<file path="config.mk">
export PLATFORM = sky130hd
export DESIGN_NAME = state_space_system_step
export DESIGN_NICKNAME = d
export VERILOG_FILES = /design/src/design/sss_pkg.sv /design/src/design/sss_datapath.sv /design/src/design/sss_ctrl.sv /design/src/design/state_space_system_step.sv
export SDC_FILE = /design/constraint.sdc
export NUM_CORES = 2
export LEC_CHECK = 0
export ABC_CLOCK_PERIOD_IN_PS = 26400
export BUFFER_PORTS_ARGS = -buffer_cell sky130_fd_sc_hd__buf_2
export CAP_MARGIN = 10
export CORE_UTILIZATION = 55
export CTS_CLUSTER_DIAMETER = 40
export CTS_CLUSTER_SIZE = 40
export DETAILED_ROUTE_END_ITERATION = 8
export PLACE_DENSITY = 0.77
export SETUP_SLACK_MARGIN = 0.05
export SYNTH_ARGS = -nofsm -noshare
export SYNTH_HDL_FRONTEND = slang
export SYNTH_SLANG_ARGS = --single-unit
</file>
<file path="constraint.sdc">
create_clock -name clk -period 26.4 [get_ports clk]
set_input_delay 5.28 -clock clk [delete_from_list [all_inputs] [get_ports clk]]
set_output_delay 5.28 -clock clk [all_outputs]
set_load 0.02 [all_outputs]
</file>
<file path="src/design/sss_pkg.sv">
// Shared types and constants for the state-space step block.
// No dependencies.
package sss_pkg;

	localparam logic [1:0] ACT_SAMPLE = 2'd0;
	localparam logic [1:0] ACT_COEF   = 2'd1;
	localparam logic [1:0] ACT_STATE  = 2'd2;

	localparam logic [1:0] MAT_A = 2'd0;
	localparam logic [1:0] MAT_B = 2'd1;
	localparam logic [1:0] MAT_C = 2'd2;
	localparam logic [1:0] MAT_D = 2'd3;

	localparam int SAMPLE_W = 16;
	localparam int STATE_W  = 24;
	localparam int COEF_W   = 18;
	localparam int ACC_W    = 52;

	// controller -> datapath commands
	typedef struct packed {
		logic clr;       // restart accumulator with this product
		logic mac;       // accumulate product
		logic use_x;     // operand from state vector (else input buffer)
		logic wr_xn;     // store rounded result into new-state temp
		logic commit_x;  // copy new state into state vector
		logic wr_y;      // load output register
	} sss_cmd_t;

endpackage

</file>
<file path="src/design/sss_datapath.sv">
// Datapath: coefficient memory, state/input stores, one shared MAC.
// Depends on sss_pkg.
module sss_datapath #(
	parameter int NS = 4,
	parameter int NI = 2,
	parameter int FB = 14,
	parameter int DEPTH = 36,
	parameter int AW = 6
) (
	input  logic                          clk,
	input  logic                          arst_n,
	input  logic                          ld_coef,
	input  logic [AW-1:0]                 coef_waddr,
	input  logic signed [sss_pkg::COEF_W-1:0] coef_wdata,
	input  logic                          ld_state,
	input  logic [3:0]                    state_idx,
	input  logic signed [sss_pkg::STATE_W-1:0] state_wdata,
	input  logic                          ld_samp,
	input  logic [3:0]                    samp_idx,
	input  logic signed [sss_pkg::SAMPLE_W-1:0] samp_wdata,
	input  logic [AW-1:0]                 coef_raddr,
	input  logic                          coef_rd,
	input  logic [3:0]                    opnd_idx,
	input  logic [3:0]                    res_idx,
	input  sss_pkg::sss_cmd_t             cmd,
	output logic signed [sss_pkg::STATE_W-1:0] y_value
);
	import sss_pkg::*;

	localparam int XW = (NS > 1) ? $clog2(NS) : 1;
	localparam int UW = (NI > 1) ? $clog2(NI) : 1;

	logic [COEF_W-1:0]          mem [DEPTH];
	logic [DEPTH-1:0]           mvalid_q;
	logic signed [COEF_W-1:0]   coef_q;
	logic                       coef_ok_q;
	logic signed [STATE_W-1:0]  x_q  [NS];
	logic signed [STATE_W-1:0]  xn_q [NS];
	logic signed [SAMPLE_W-1:0] u_q  [NI];
	logic signed [STATE_W-1:0]  opnd_q;
	logic signed [ACC_W-1:0]    acc_q;
	logic signed [COEF_W-1:0]   coef_sel;
	logic signed [COEF_W+STATE_W-1:0] mul_s1;
	logic signed [ACC_W-1:0]    prod_s1;
	logic signed [ACC_W-1:0]    rnd;
	logic signed [ACC_W-1:0]    shf;
	logic signed [STATE_W-1:0]  sat_v;
	logic signed [STATE_W-1:0]  y_q;
	logic                       mac_s1;
	logic                       clr_s1;

	always_ff @(posedge clk) begin
		if (ld_coef)
			mem[coef_waddr] <= coef_wdata;
		if (coef_rd)
			coef_q <= mem[coef_raddr];
	end

	always_ff @(posedge clk or negedge arst_n) begin
		if (!arst_n) begin
			mvalid_q  <= '0;
			coef_ok_q <= 1'b0;
		end else begin
			if (ld_coef)
				mvalid_q[coef_waddr] <= 1'b1;
			if (coef_rd)
				coef_ok_q <= mvalid_q[coef_raddr];
		end
	end

	// last new-state element is still on sat_v when the commit happens
	always_ff @(posedge clk or negedge arst_n) begin
		if (!arst_n) begin
			for (int i = 0; i < NS; i++) x_q[i] <= '0;
			for (int i = 0; i < NI; i++) u_q[i] <= '0;
		end else begin
			if (ld_state)
				x_q[state_idx[XW-1:0]] <= state_wdata;
			if (cmd.commit_x) begin
				for (int i = 0; i < NS - 1; i++) x_q[i] <= xn_q[i];
				x_q[NS-1] <= sat_v;
			end
			if (ld_samp)
				u_q[samp_idx[UW-1:0]] <= samp_wdata;
		end
	end

	// operand fetch aligned with coefficient read
	always_ff @(posedge clk) begin
		if (coef_rd) begin
			if (cmd.use_x)
				opnd_q <= x_q[opnd_idx[XW-1:0]];
			else
				opnd_q <= STATE_W'(u_q[opnd_idx[UW-1:0]]);
		end
	end

	always_ff @(posedge clk or negedge arst_n) begin
		if (!arst_n) begin
			mac_s1 <= 1'b0;
			clr_s1 <= 1'b0;
		end else begin
			mac_s1 <= cmd.mac;
			clr_s1 <= cmd.clr;
		end
	end

	assign coef_sel = coef_ok_q ? coef_q : '0;
	assign mul_s1   = coef_sel * opnd_q;
	assign prod_s1  = ACC_W'(mul_s1);

	// first term of a sum loads the product directly
	always_ff @(posedge clk) begin
		if (clr_s1)
			acc_q <= prod_s1;
		else if (mac_s1)
			acc_q <= acc_q + prod_s1;
	end

	assign rnd = acc_q + (ACC_W'(1) <<< (FB - 1));
	assign shf = rnd >>> FB;
	always_comb begin
		if (shf > ACC_W'(24'sh7FFFFF))
			sat_v = 24'sh7FFFFF;
		else if (shf < -ACC_W'(25'sh0800000))
			sat_v = -24'sh800000;
		else
			sat_v = shf[STATE_W-1:0];
	end

	always_ff @(posedge clk) begin
		if (cmd.wr_xn)
			xn_q[res_idx[XW-1:0]] <= sat_v;
		if (cmd.wr_y)
			y_q <= sat_v;
	end

	assign y_value = y_q;

endmodule

</file>
<file path="src/design/sss_ctrl.sv">
// Controller: sequences MAC passes for x update and y outputs.
// Depends on sss_pkg.
module sss_ctrl #(
	parameter int NS = 4,
	parameter int NI = 2,
	parameter int NO = 2,
	parameter int AW = 6
) (
	input  logic              clk,
	input  logic              arst_n,
	input  logic              start,
	output logic              busy,
	output logic              coef_rd,
	output logic [AW-1:0]     coef_raddr,
	output logic [3:0]        opnd_idx,
	output logic [3:0]        res_idx,
	output sss_pkg::sss_cmd_t cmd,
	output logic              y_valid,
	output logic [2:0]        y_index,
	output logic              y_last,
	input  logic              y_taken
);
	import sss_pkg::*;

	localparam int OFS_B = NS * NS;
	localparam int OFS_C = OFS_B + NS * NI;
	localparam int OFS_D = OFS_C + NO * NS;
	localparam int TERMS = NS + NI;

	localparam logic [2:0] ST_IDLE  = 3'd0;
	localparam logic [2:0] ST_ISSUE = 3'd1;
	localparam logic [2:0] ST_DRAIN = 3'd2;
	localparam logic [2:0] ST_WAIT  = 3'd3;
	localparam logic [2:0] ST_EMIT  = 3'd4;

	logic [2:0] st_q;
	logic       phase_q;  // 0 state update, 1 output
	logic [4:0] row_q;
	logic [4:0] term_q;
	logic [1:0] drain_q;
	logic [2:0] yidx_q;
	logic       ylast_q;
	logic       yv_q;
	logic       y_load;

	logic [4:0] nrows;
	assign nrows = phase_q ? 5'(NO) : 5'(NS);

	always_comb begin
		coef_raddr = '0;
		opnd_idx   = '0;
		if (!phase_q) begin
			if (term_q < 5'(NS)) begin
				coef_raddr = AW'(32'(row_q) * NS + 32'(term_q));
				opnd_idx   = term_q[3:0];
			end else begin
				coef_raddr = AW'(OFS_B + 32'(row_q) * NI + 32'(term_q) - NS);
				opnd_idx   = 4'(term_q - 5'(NS));
			end
		end else begin
			if (term_q < 5'(NS)) begin
				coef_raddr = AW'(OFS_C + 32'(row_q) * NS + 32'(term_q));
				opnd_idx   = term_q[3:0];
			end else begin
				coef_raddr = AW'(OFS_D + 32'(row_q) * NI + 32'(term_q) - NS);
				opnd_idx   = 4'(term_q - 5'(NS));
			end
		end
	end

	assign res_idx = row_q[3:0];
	assign coef_rd = (st_q == ST_ISSUE);
	// output register loads only once the previous beat has left
	assign y_load  = (st_q == ST_WAIT) && (!yv_q || y_taken);

	always_comb begin
		cmd          = '0;
		cmd.use_x    = term_q < 5'(NS);
		cmd.clr      = (st_q == ST_ISSUE) && (term_q == 5'd0);
		cmd.mac      = (st_q == ST_ISSUE);
		cmd.wr_xn    = (st_q == ST_DRAIN) && (drain_q == 2'd2) && !phase_q;
		cmd.wr_y     = y_load;
		cmd.commit_x = (st_q == ST_DRAIN) && (drain_q == 2'd2) && !phase_q
			&& (row_q == nrows - 5'd1);
	end

	always_ff @(posedge clk or negedge arst_n) begin
		if (!arst_n) begin
			st_q    <= ST_IDLE;
			phase_q <= 1'b0;
			row_q   <= '0;
			term_q  <= '0;
			drain_q <= '0;
			yidx_q  <= '0;
			ylast_q <= 1'b0;
			yv_q    <= 1'b0;
		end else begin
			if (y_load)
				yv_q <= 1'b1;
			else if (yv_q && y_taken)
				yv_q <= 1'b0;
			case (st_q)
				ST_IDLE: begin
					if (start) begin
						st_q    <= ST_ISSUE;
						phase_q <= 1'b0;
						row_q   <= '0;
						term_q  <= '0;
					end
				end
				ST_ISSUE: begin
					if (term_q == 5'(TERMS - 1)) begin
						st_q    <= ST_DRAIN;
						drain_q <= '0;
					end else begin
						term_q <= term_q + 5'd1;
					end
				end
				ST_DRAIN: begin
					drain_q <= drain_q + 2'd1;
					if (drain_q == 2'd2) begin
						term_q <= '0;
						if (phase_q) begin
							st_q <= ST_WAIT;
						end else if (row_q == nrows - 5'd1) begin
							phase_q <= 1'b1;
							row_q   <= '0;
							st_q    <= ST_ISSUE;
						end else begin
							row_q <= row_q + 5'd1;
							st_q  <= ST_ISSUE;
						end
					end
				end
				ST_WAIT: begin
					if (y_load) begin
						yidx_q  <= row_q[2:0];
						ylast_q <= (row_q == 5'(NO - 1));
						st_q    <= ST_EMIT;
					end
				end
				ST_EMIT: begin
					if (row_q == 5'(NO - 1)) begin
						st_q <= ST_IDLE;
					end else begin
						row_q <= row_q + 5'd1;
						st_q  <= ST_ISSUE;
					end
				end
				default: st_q <= ST_IDLE;
			endcase
		end
	end

	assign busy    = (st_q != ST_IDLE);
	assign y_valid = yv_q;
	assign y_index = yidx_q;
	assign y_last  = ylast_q;

endmodule

</file>
<file path="src/design/state_space_system_step.sv">
// Top level of the state-space step block: decode, controller, datapath.
// Depends on sss_pkg, sss_ctrl, sss_datapath.
//
//  channel | dir | carries
//  s_axis  | in  | action, row, col, matrix_sel, value (tdata), last_element (tlast)
//  m_axis  | out | out_index, out_value (tdata), out_last (tlast)
//
// A sample beat with tlast starts a step, run on the single shared MAC unit.
// s_axis_tready is low during a step; other beats are taken whenever it is high.
// Each result waits in the output register; the step stalls there until taken.
module state_space_system_step #(
	parameter int NUM_STATES     = 4,
	parameter int NUM_INPUTS     = 2,
	parameter int NUM_OUTPUTS    = 2,
	parameter int COEF_FRAC_BITS = 14
) (
	input  logic        clk,
	input  logic        arst_n,
	input  logic        s_axis_tvalid,
	output logic        s_axis_tready,
	input  logic [39:0] s_axis_tdata,  // action[1:0] row[5:2] col[9:6] matrix_sel[11:10] value[35:12]
	input  logic        s_axis_tlast,  // last_element
	output logic        m_axis_tvalid,
	input  logic        m_axis_tready,
	output logic [31:0] m_axis_tdata,  // out_index[2:0] out_value[26:3]
	output logic        m_axis_tlast   // out_last
);
	import sss_pkg::*;

	localparam int DEPTH = NUM_STATES * NUM_STATES + NUM_STATES * NUM_INPUTS
		+ NUM_OUTPUTS * NUM_STATES + NUM_OUTPUTS * NUM_INPUTS;
	localparam int AW = $clog2(DEPTH);
	localparam int OFS_B = NUM_STATES * NUM_STATES;
	localparam int OFS_C = OFS_B + NUM_STATES * NUM_INPUTS;
	localparam int OFS_D = OFS_C + NUM_OUTPUTS * NUM_STATES;

	logic [1:0]  action;
	logic [3:0]  row;
	logic [3:0]  col;
	logic [1:0]  msel;
	logic signed [23:0] value;
	logic        beat;
	logic        busy;
	logic [4:0]  rows;
	logic [4:0]  cols;
	logic [AW-1:0] waddr;
	logic        ld_coef;
	logic        ld_state;
	logic        ld_samp;
	logic signed [COEF_W-1:0]   cval;
	logic signed [SAMPLE_W-1:0] sval;
	logic        coef_rd;
	logic [AW-1:0] raddr;
	logic [3:0]  opnd_idx;
	logic [3:0]  res_idx;
	sss_cmd_t    cmd;
	logic signed [STATE_W-1:0] y_value;
	logic [2:0]  y_index;

	assign action = s_axis_tdata[1:0];
	assign row    = s_axis_tdata[5:2];
	assign col    = s_axis_tdata[9:6];
	assign msel   = s_axis_tdata[11:10];
	assign value  = s_axis_tdata[35:12];

	assign s_axis_tready = !busy;
	assign beat = s_axis_tvalid && s_axis_tready;

	always_comb begin
		rows = (msel == MAT_A || msel == MAT_B) ? 5'(NUM_STATES) : 5'(NUM_OUTPUTS);
		cols = (msel == MAT_A || msel == MAT_C) ? 5'(NUM_STATES) : 5'(NUM_INPUTS);
		case (msel)
			MAT_A:   waddr = AW'(32'(row) * NUM_STATES + 32'(col));
			MAT_B:   waddr = AW'(OFS_B + 32'(row) * NUM_INPUTS + 32'(col));
			MAT_C:   waddr = AW'(OFS_C + 32'(row) * NUM_STATES + 32'(col));
			default: waddr = AW'(OFS_D + 32'(row) * NUM_INPUTS + 32'(col));
		endcase
		if (value > 24'sd131071)       cval = 18'sh1FFFF;
		else if (value < -24'sd131072) cval = -18'sh20000;
		else                           cval = value[17:0];
		if (value > 24'sd32767)        sval = 16'sh7FFF;
		else if (value < -24'sd32768)  sval = -16'sh8000;
		else                           sval = value[15:0];
	end

	assign ld_coef  = beat && action == ACT_COEF && {1'b0, row} < rows && {1'b0, col} < cols;
	assign ld_state = beat && action == ACT_STATE && {1'b0, row} < 5'(NUM_STATES);
	assign ld_samp  = beat && action == ACT_SAMPLE && {1'b0, row} < 5'(NUM_INPUTS);

	sss_ctrl #(.NS(NUM_STATES), .NI(NUM_INPUTS), .NO(NUM_OUTPUTS), .AW(AW)) u_ctrl (
		.clk, .arst_n,
		.start(beat && action == ACT_SAMPLE && s_axis_tlast),
		.busy, .coef_rd, .coef_raddr(raddr), .opnd_idx, .res_idx, .cmd,
		.y_valid(m_axis_tvalid), .y_index, .y_last(m_axis_tlast),
		.y_taken(m_axis_tready)
	);

	sss_datapath #(.NS(NUM_STATES), .NI(NUM_INPUTS),
		.FB(COEF_FRAC_BITS), .DEPTH(DEPTH), .AW(AW)) u_dp (
		.clk, .arst_n,
		.ld_coef, .coef_waddr(waddr), .coef_wdata(cval),
		.ld_state, .state_idx(row), .state_wdata(value),
		.ld_samp, .samp_idx(row), .samp_wdata(sval),
		.coef_raddr(raddr), .coef_rd, .opnd_idx, .res_idx, .cmd,
		.y_value
	);

	assign m_axis_tdata = {5'd0, y_value, y_index};

endmodule
</file>
* After elaboration in Yosys (flattened, before gate mapping)
Memory sizes are Yosys's and may differ from the RTL's. A register that Yosys moved wholly into a read port is not among the register bits. Cells that the tools add are included.
Storage, ports and cells: flip-flop bits (word level) 288, RAM bits 744, input bits 45, memories 2
Memory list:
- u_dp.mem | depth 36, width 18, read ports 1, clocked after memory_dff 1, write ports 1, line sss_datapath.sv:33 | logic [COEF_W-1:0] mem [DEPTH];
- u_dp.xn_q | depth 4, width 24, read ports 3, clocked after memory_dff 0, write ports 1, line sss_datapath.sv:38 | logic signed [STATE_W-1:0] xn_q [NS];
Cells by class: add/sub/neg operators 23, $mul 1, magnitude comparators 20, equal/unequal tests 19, muxes and demuxes 65, bitwise operators 5, reductions and logical operators 42
Operators with widths (number):
- $mux 96 | 2
- $mux 24 | 6
- $mux 52 | 2
- $bwmux 96 | 1
- $mux 16 | 6
- $mux 18 | 3
- $add 52x15->52 const B | 1
- $add 52x42->52 | 1
- $bmux 24 s2 | 1
- $demux 24 s2 | 1
- $mul 18x24->42 | 1
- $gt 38x24->1 const B | 1
- $lt 38x24->1 const B | 1
- $or 36x36->36 | 1
- $mux 5 | 7
- $bwmux 32 | 1
- $pmux 5 s3 | 2
- $add 6x4->6 | 4
- $add 6x5->6 | 4
- $gt 24x16->1 const B | 1
- $gt 24x18->1 const B | 1
- $lt 24x16->1 const B | 1
- $lt 24x18->1 const B | 1
- $mux 3 | 7
- 53 further kinds | 118

* Depth between registers and ports, before layout
word-level depth 8, depth in mapped cells 37, mapped depth without buffers 35

* Hierarchy
Synthesis repeated with hierarchy kept, for this count alone.
Unflattened totals: cell total of the unflattened synthesis 4695, area, all modules 61337.6 µm²
By module, submodules not included:
- sss_datapath | times used 1, cells each 4299, area each 58304.7 µm²
- sss_ctrl | times used 1, cells each 212, area each 1836.8 µm²
- state_space_system_step | times used 1, cells each 184, area each 1196.1 µm²

* Worst setup path after synthesis
OpenSTA, ideal clock, no wires.
path type register to register, start register u_dp.coef_ok_q, end register u_dp.acc_q[51] (data pin), library setup time 0.285 ns, arrival 8.726 ns, data required time 26.115 ns, slack 17.389 ns, stages on the path, launching flop included 36, path buffers 5, clock period less this slack 9.011 ns, path through dfrtp_1 > clkbuf_1 > and2_1 > clkbuf_1 > clkbuf_1 > nand2_1 > fa_1 > inv_1 > fa_1 > fa_1 > fa_1 > fa_1 > inv_1 > fa_1 > inv_1 > ha_1 > buf_6 > a21o_1 > a2111o_1 > a311o_1 > and3b_1 > or3_4 > nand4_2 > a21oi_2 > nor3_2 > ha_1 > clkbuf_1 > a21oi_1 > o21bai_1 > a21o_1 > a211oi_1 > o21ai_0 > a21oi_1 > nand3_1 > nand3_1 > xor2_1
On the way: cells in the longest elaborated chain, start to end 5
RTL lines:
- from (decl) | line sss_datapath.sv:36 | logic coef_ok_q;
- from (signal assigned) | line sss_datapath.sv:67 | coef_ok_q <= mvalid_q[coef_raddr];
- $mux 18 * | line sss_datapath.sv:108 | assign coef_sel = coef_ok_q ? coef_q : '0;
- $mul 18x24->42 * | line sss_datapath.sv:109 | assign mul_s1 = coef_sel * opnd_q;
- $add 52x42->52 | line sss_datapath.sv:117 | acc_q <= acc_q + prod_s1;
- $mux 52 | line sss_datapath.sv:116 | else if (mac_s1)
- $mux 52 * | line sss_datapath.sv:114 | if (clr_s1)
- to (signal assigned) | line sss_datapath.sv:115 | acc_q <= prod_s1;
- to (signal assigned) | line sss_datapath.sv:117
- to (decl) | line sss_datapath.sv:41 | logic signed [ACC_W-1:0] acc_q;
Every way passes the cells marked *; elsewhere a longest branch is shown, timed or not. The select of a mux whose other input is x is not followed. A chain may end at the register's enable or synchronous reset.

* Worst setup path in the final report
Same ends and word-level chain as after synthesis.

==> metrics.md <==
| Metric | Value |
|---|---|
| Status | `finished clean` |
| Avg Inst Size Synth | `12.4 um2` |
| Worst reg-to-reg path cell count | `32` |
| Synth top area cells | `edfxtp_1 41%, fa_1 14%, dfrtp_1 7.6%` |
| Slew HR | `11.9%` |
| Top FF cell, synth | `edfxtp_1` |
| Final hold violation count | `0` |
| CTS tree | `yes` |
| Layout Cells excl Fill | `6,545` |
| Post-cts sizing count | `0` |
| Std-Cell Rows | `122` |
| Root Driver | `clkbuf_16` |
| Initial drt markers | `4,283` |
| CP Depth | `32` |
| CTS buffer count | `108` |
| Setup violators final | `0` |
| Ys async rst share | `18.3%` |
| Wire length per cell | `24.5 um` |
| Clock sinks | `1,026` |
| Largest area contributor in the netlist | `edfxtp_1` |
| Reg2reg end | `u_dp.acc_q[51]` |
| Top-area cell type share of the netlist area | `40.8%` |
| Critical path launch point type | `flip-flop` |
| Post-route clock period utilization | `42.9%` |
| Hold_ws | `0.469 ns` |
| Minimum clock period | `11.32 ns` |
| CP delay by family, top | `adder cells` |
| 1st-pass router iterations | `6` |
| Die Height | `337 um` |
| Hold Startpoint | `u_dp.mvalid_q[20]` |
| Total core area | `0.111 mm2` |
| RSZ-0062 raised after global routing | `false` |
| First-pass GRT wire length | `245,000 um` |
| Final HPWL from detailed placement | `105,000 um` |
| Yosys warnings | `0` |
| Synth cell count leaders | `838 x edfxtp_1, 604 x nand2_1, 559 x inv_1` |
| Crit path max-delay cell type | `fa_1` |
| Initial antenna violation count | `8` |
| Setup crit end kind | `flip-flop` |
| Die area | `0.113 mm2` |
| Skew-Pair Late Insertion Delay | `0.74 ns` |
| Critical path class | `reg2reg` |
| WP buf/inv | `4` |
| Vias per inst | `6.25` |
| Max_cap viols | `0` |
| Via count | `40,927` |
| Largest net degree at the start of global routing | `120` |
| Final Wtd Congestion | `0.917` |
| H-Tree Depth | `3` |
| Synth Register Bits | `1,026` |
| Slew @ Worst Pin | `1.31 ns` |
| Cell area after synthesis | `0.0616 mm2` |
| Hold_buf cts | `0` |
| Vias in the first global route | `41,122` |
| Slew Limit Fails | `0` |
| Cell with the most instances after synthesis | `edfxtp_1` |
| Initial core utilization | `55.6%` |
| Placed cells | `6,334` |
| HP Class | `reg2reg` |
| Max Buffers Root-to-Sink | `3` |
| Max stage delay on crit path | `0.99 ns` |
| I/O Buffers | `70` |
| Hold depth | `1` |
| Max frequency | `0.0884 GHz` |
| Detail Route Antenna Nets | `0` |
| Width of the die | `337 um` |
| Worst Path Max Fanout | `94` |
| Setup tns final | `0 ns` |
| Final #Nets | `5,628` |
| Setup Buffers After CTS | `0` |
| Flop-to-flop setup slack | `15.08 ns` |
| Final core occ | `60.8%` |
| Total GRT Usage | `28.7%` |
| Hold endpoint | `u_dp.mvalid_q[20]` |
| Boundary Pins | `80` |
| Worst Path Required | `26.83 ns` |
| Yosys cell types | `85` |
| Cell count after synthesis | `4,972` |
| Crit path DAT | `11.74 ns` |
| Proportion of layout cells with a drive suffix above 1 | `13.0%` |
| R2R Path Start | `u_dp.coef_ok_q` |
| DRC violation count after routing | `0` |
| CP most frequent cell | `fa_1` |
| Routed wire length | `161,000 um` |
| Area Growth Syn to Fin | `9.38%` |
| Global route total overflow | `0` |
| Number of flops mapped to enable cells by yosys | `838` |
| Post-synthesis sequential area ratio | `48.5%` |
| Clock slew at reported path FFs | `0.08 ns` |
| Layout Skew | `0.0748 ns` |
[sequential cells by signal, summed over array words and instances (netlist names)]
| signal | count |
|---|---|
| u_ctrl.drain_q | 2 |
| u_ctrl.phase_q | 1 |
| u_dp.mvalid_q | 36 |
| u_ctrl.row_q | 5 |
| u_dp.coef_q | 18 |
| u_dp.coef_ok_q | 1 |
| u_dp.xn_q | 72 |
| u_dp.opnd_q | 24 |
| u_ctrl.st_q | 3 |
| u_dp.clr_s1 | 1 |
| u_dp.u_q | 32 |
| u_dp.mem | 648 |
| u_ctrl.y_last | 1 |
| u_dp.mac_s1 | 1 |
| u_dp.y_value | 24 |
| u_ctrl.term_q | 5 |
| u_ctrl.y_index | 3 |
| u_dp.x_q | 96 |
| u_ctrl.y_valid | 1 |
| u_dp.acc_q | 52 |
[worst register-to-register path: cells and delay by family, from the launching register on]
kind            cells  cell delay, ns
fa+ha+maj           8            4.48
compound gates     12            2.52
buf+inv             4            1.05
xor+xnor            2            0.34
simple gates        6            1.74
flops               1            0.89
[stage by stage]
step | setup WS [ns] | cell area [um2]
finish | 15.08 | 67400
global route | 14.40 | 67400
CTS | 15.29 | 67400
detailed placement | 15.38 | 63500
global placement | 15.61 | 63500
floorplan | 17.39 | 61600
[per-layer routing]
| layer | share of wire, % | track usage (%) | vias to the layer above |
|---|---|---|---|
| met4 | 5.1 | 14.0 | 4 |
| li1 | - | - | 17402 |
| met1 | 38 | 38.7 | 20626 |
| met2 | 48 | 45.9 | 2425 |
| met5 | 0.017 | 0 | - |
| met3 | 8.9 | 4.18 | 470 |
[worst max path at each step]
stage                     endpoint           start  slack (ns)
finish              u_dp.acc_q[51]  u_dp.coef_ok_q       15.08
CTS                 u_dp.acc_q[51]  u_dp.coef_ok_q       15.29
global placement    u_dp.acc_q[41]  u_dp.coef_ok_q       15.61
global route        u_dp.acc_q[51]  u_dp.coef_ok_q       14.40
detailed placement  u_dp.acc_q[51]  u_dp.coef_ok_q       15.38
floorplan           u_dp.acc_q[51]  u_dp.coef_ok_q       17.39
[cells in the final DEF, fill, tap and decap left out, types with 24 or more instances in the layout]
cell type and instances:
and3_1 215, inv_1 558, buf_4 84, mux4_2 196, xor2_1 44, nand2_1 603
fa_1 432, o21ai_0 173, o21a_1 30, buf_2 69, nand3_1 92, xnor2_1 84
o21bai_1 53, nor3_1 24, mux2i_1 90, edfxtp_1 838, clkbuf_16 109, dfrtp_1 186
a31oi_1 41, ha_1 193, a21oi_1 212, nor2_1 206, a21o_1 39
[cell type report]
class                      instances  area [um2]
sequential                      1026       29900
multi-input combinational       3105       28600
inverter                         559        2100
tap                             1488        1860
clock inverter                    92        1140
clock buffer                     113        2750
antenna                            4        10.0
fill                            8254       43400
timing repair buffer             158        1050
[cells by family (layout without fill, tap and decap cells)]
kind of cell | count (synthesis) | count (layout) | share of synthesized area (%)
simple gates | 1316 | 1316 | 10.0
flops | 1026 | 1026 | 48.5
buf+inv | 845 | 922 | 5.27
compound gates | 720 | 720 | 7.37
fa+ha+maj | 625 | 625 | 18.0
mux | 311 | 311 | 9.08
xor+xnor | 128 | 128 | 1.82
other cells | 1 | 9 | 0.00608
Power is left out: the tool's default activity adds up to more than one toggle a clock period on the data nets, which glitch-free logic cannot reach.
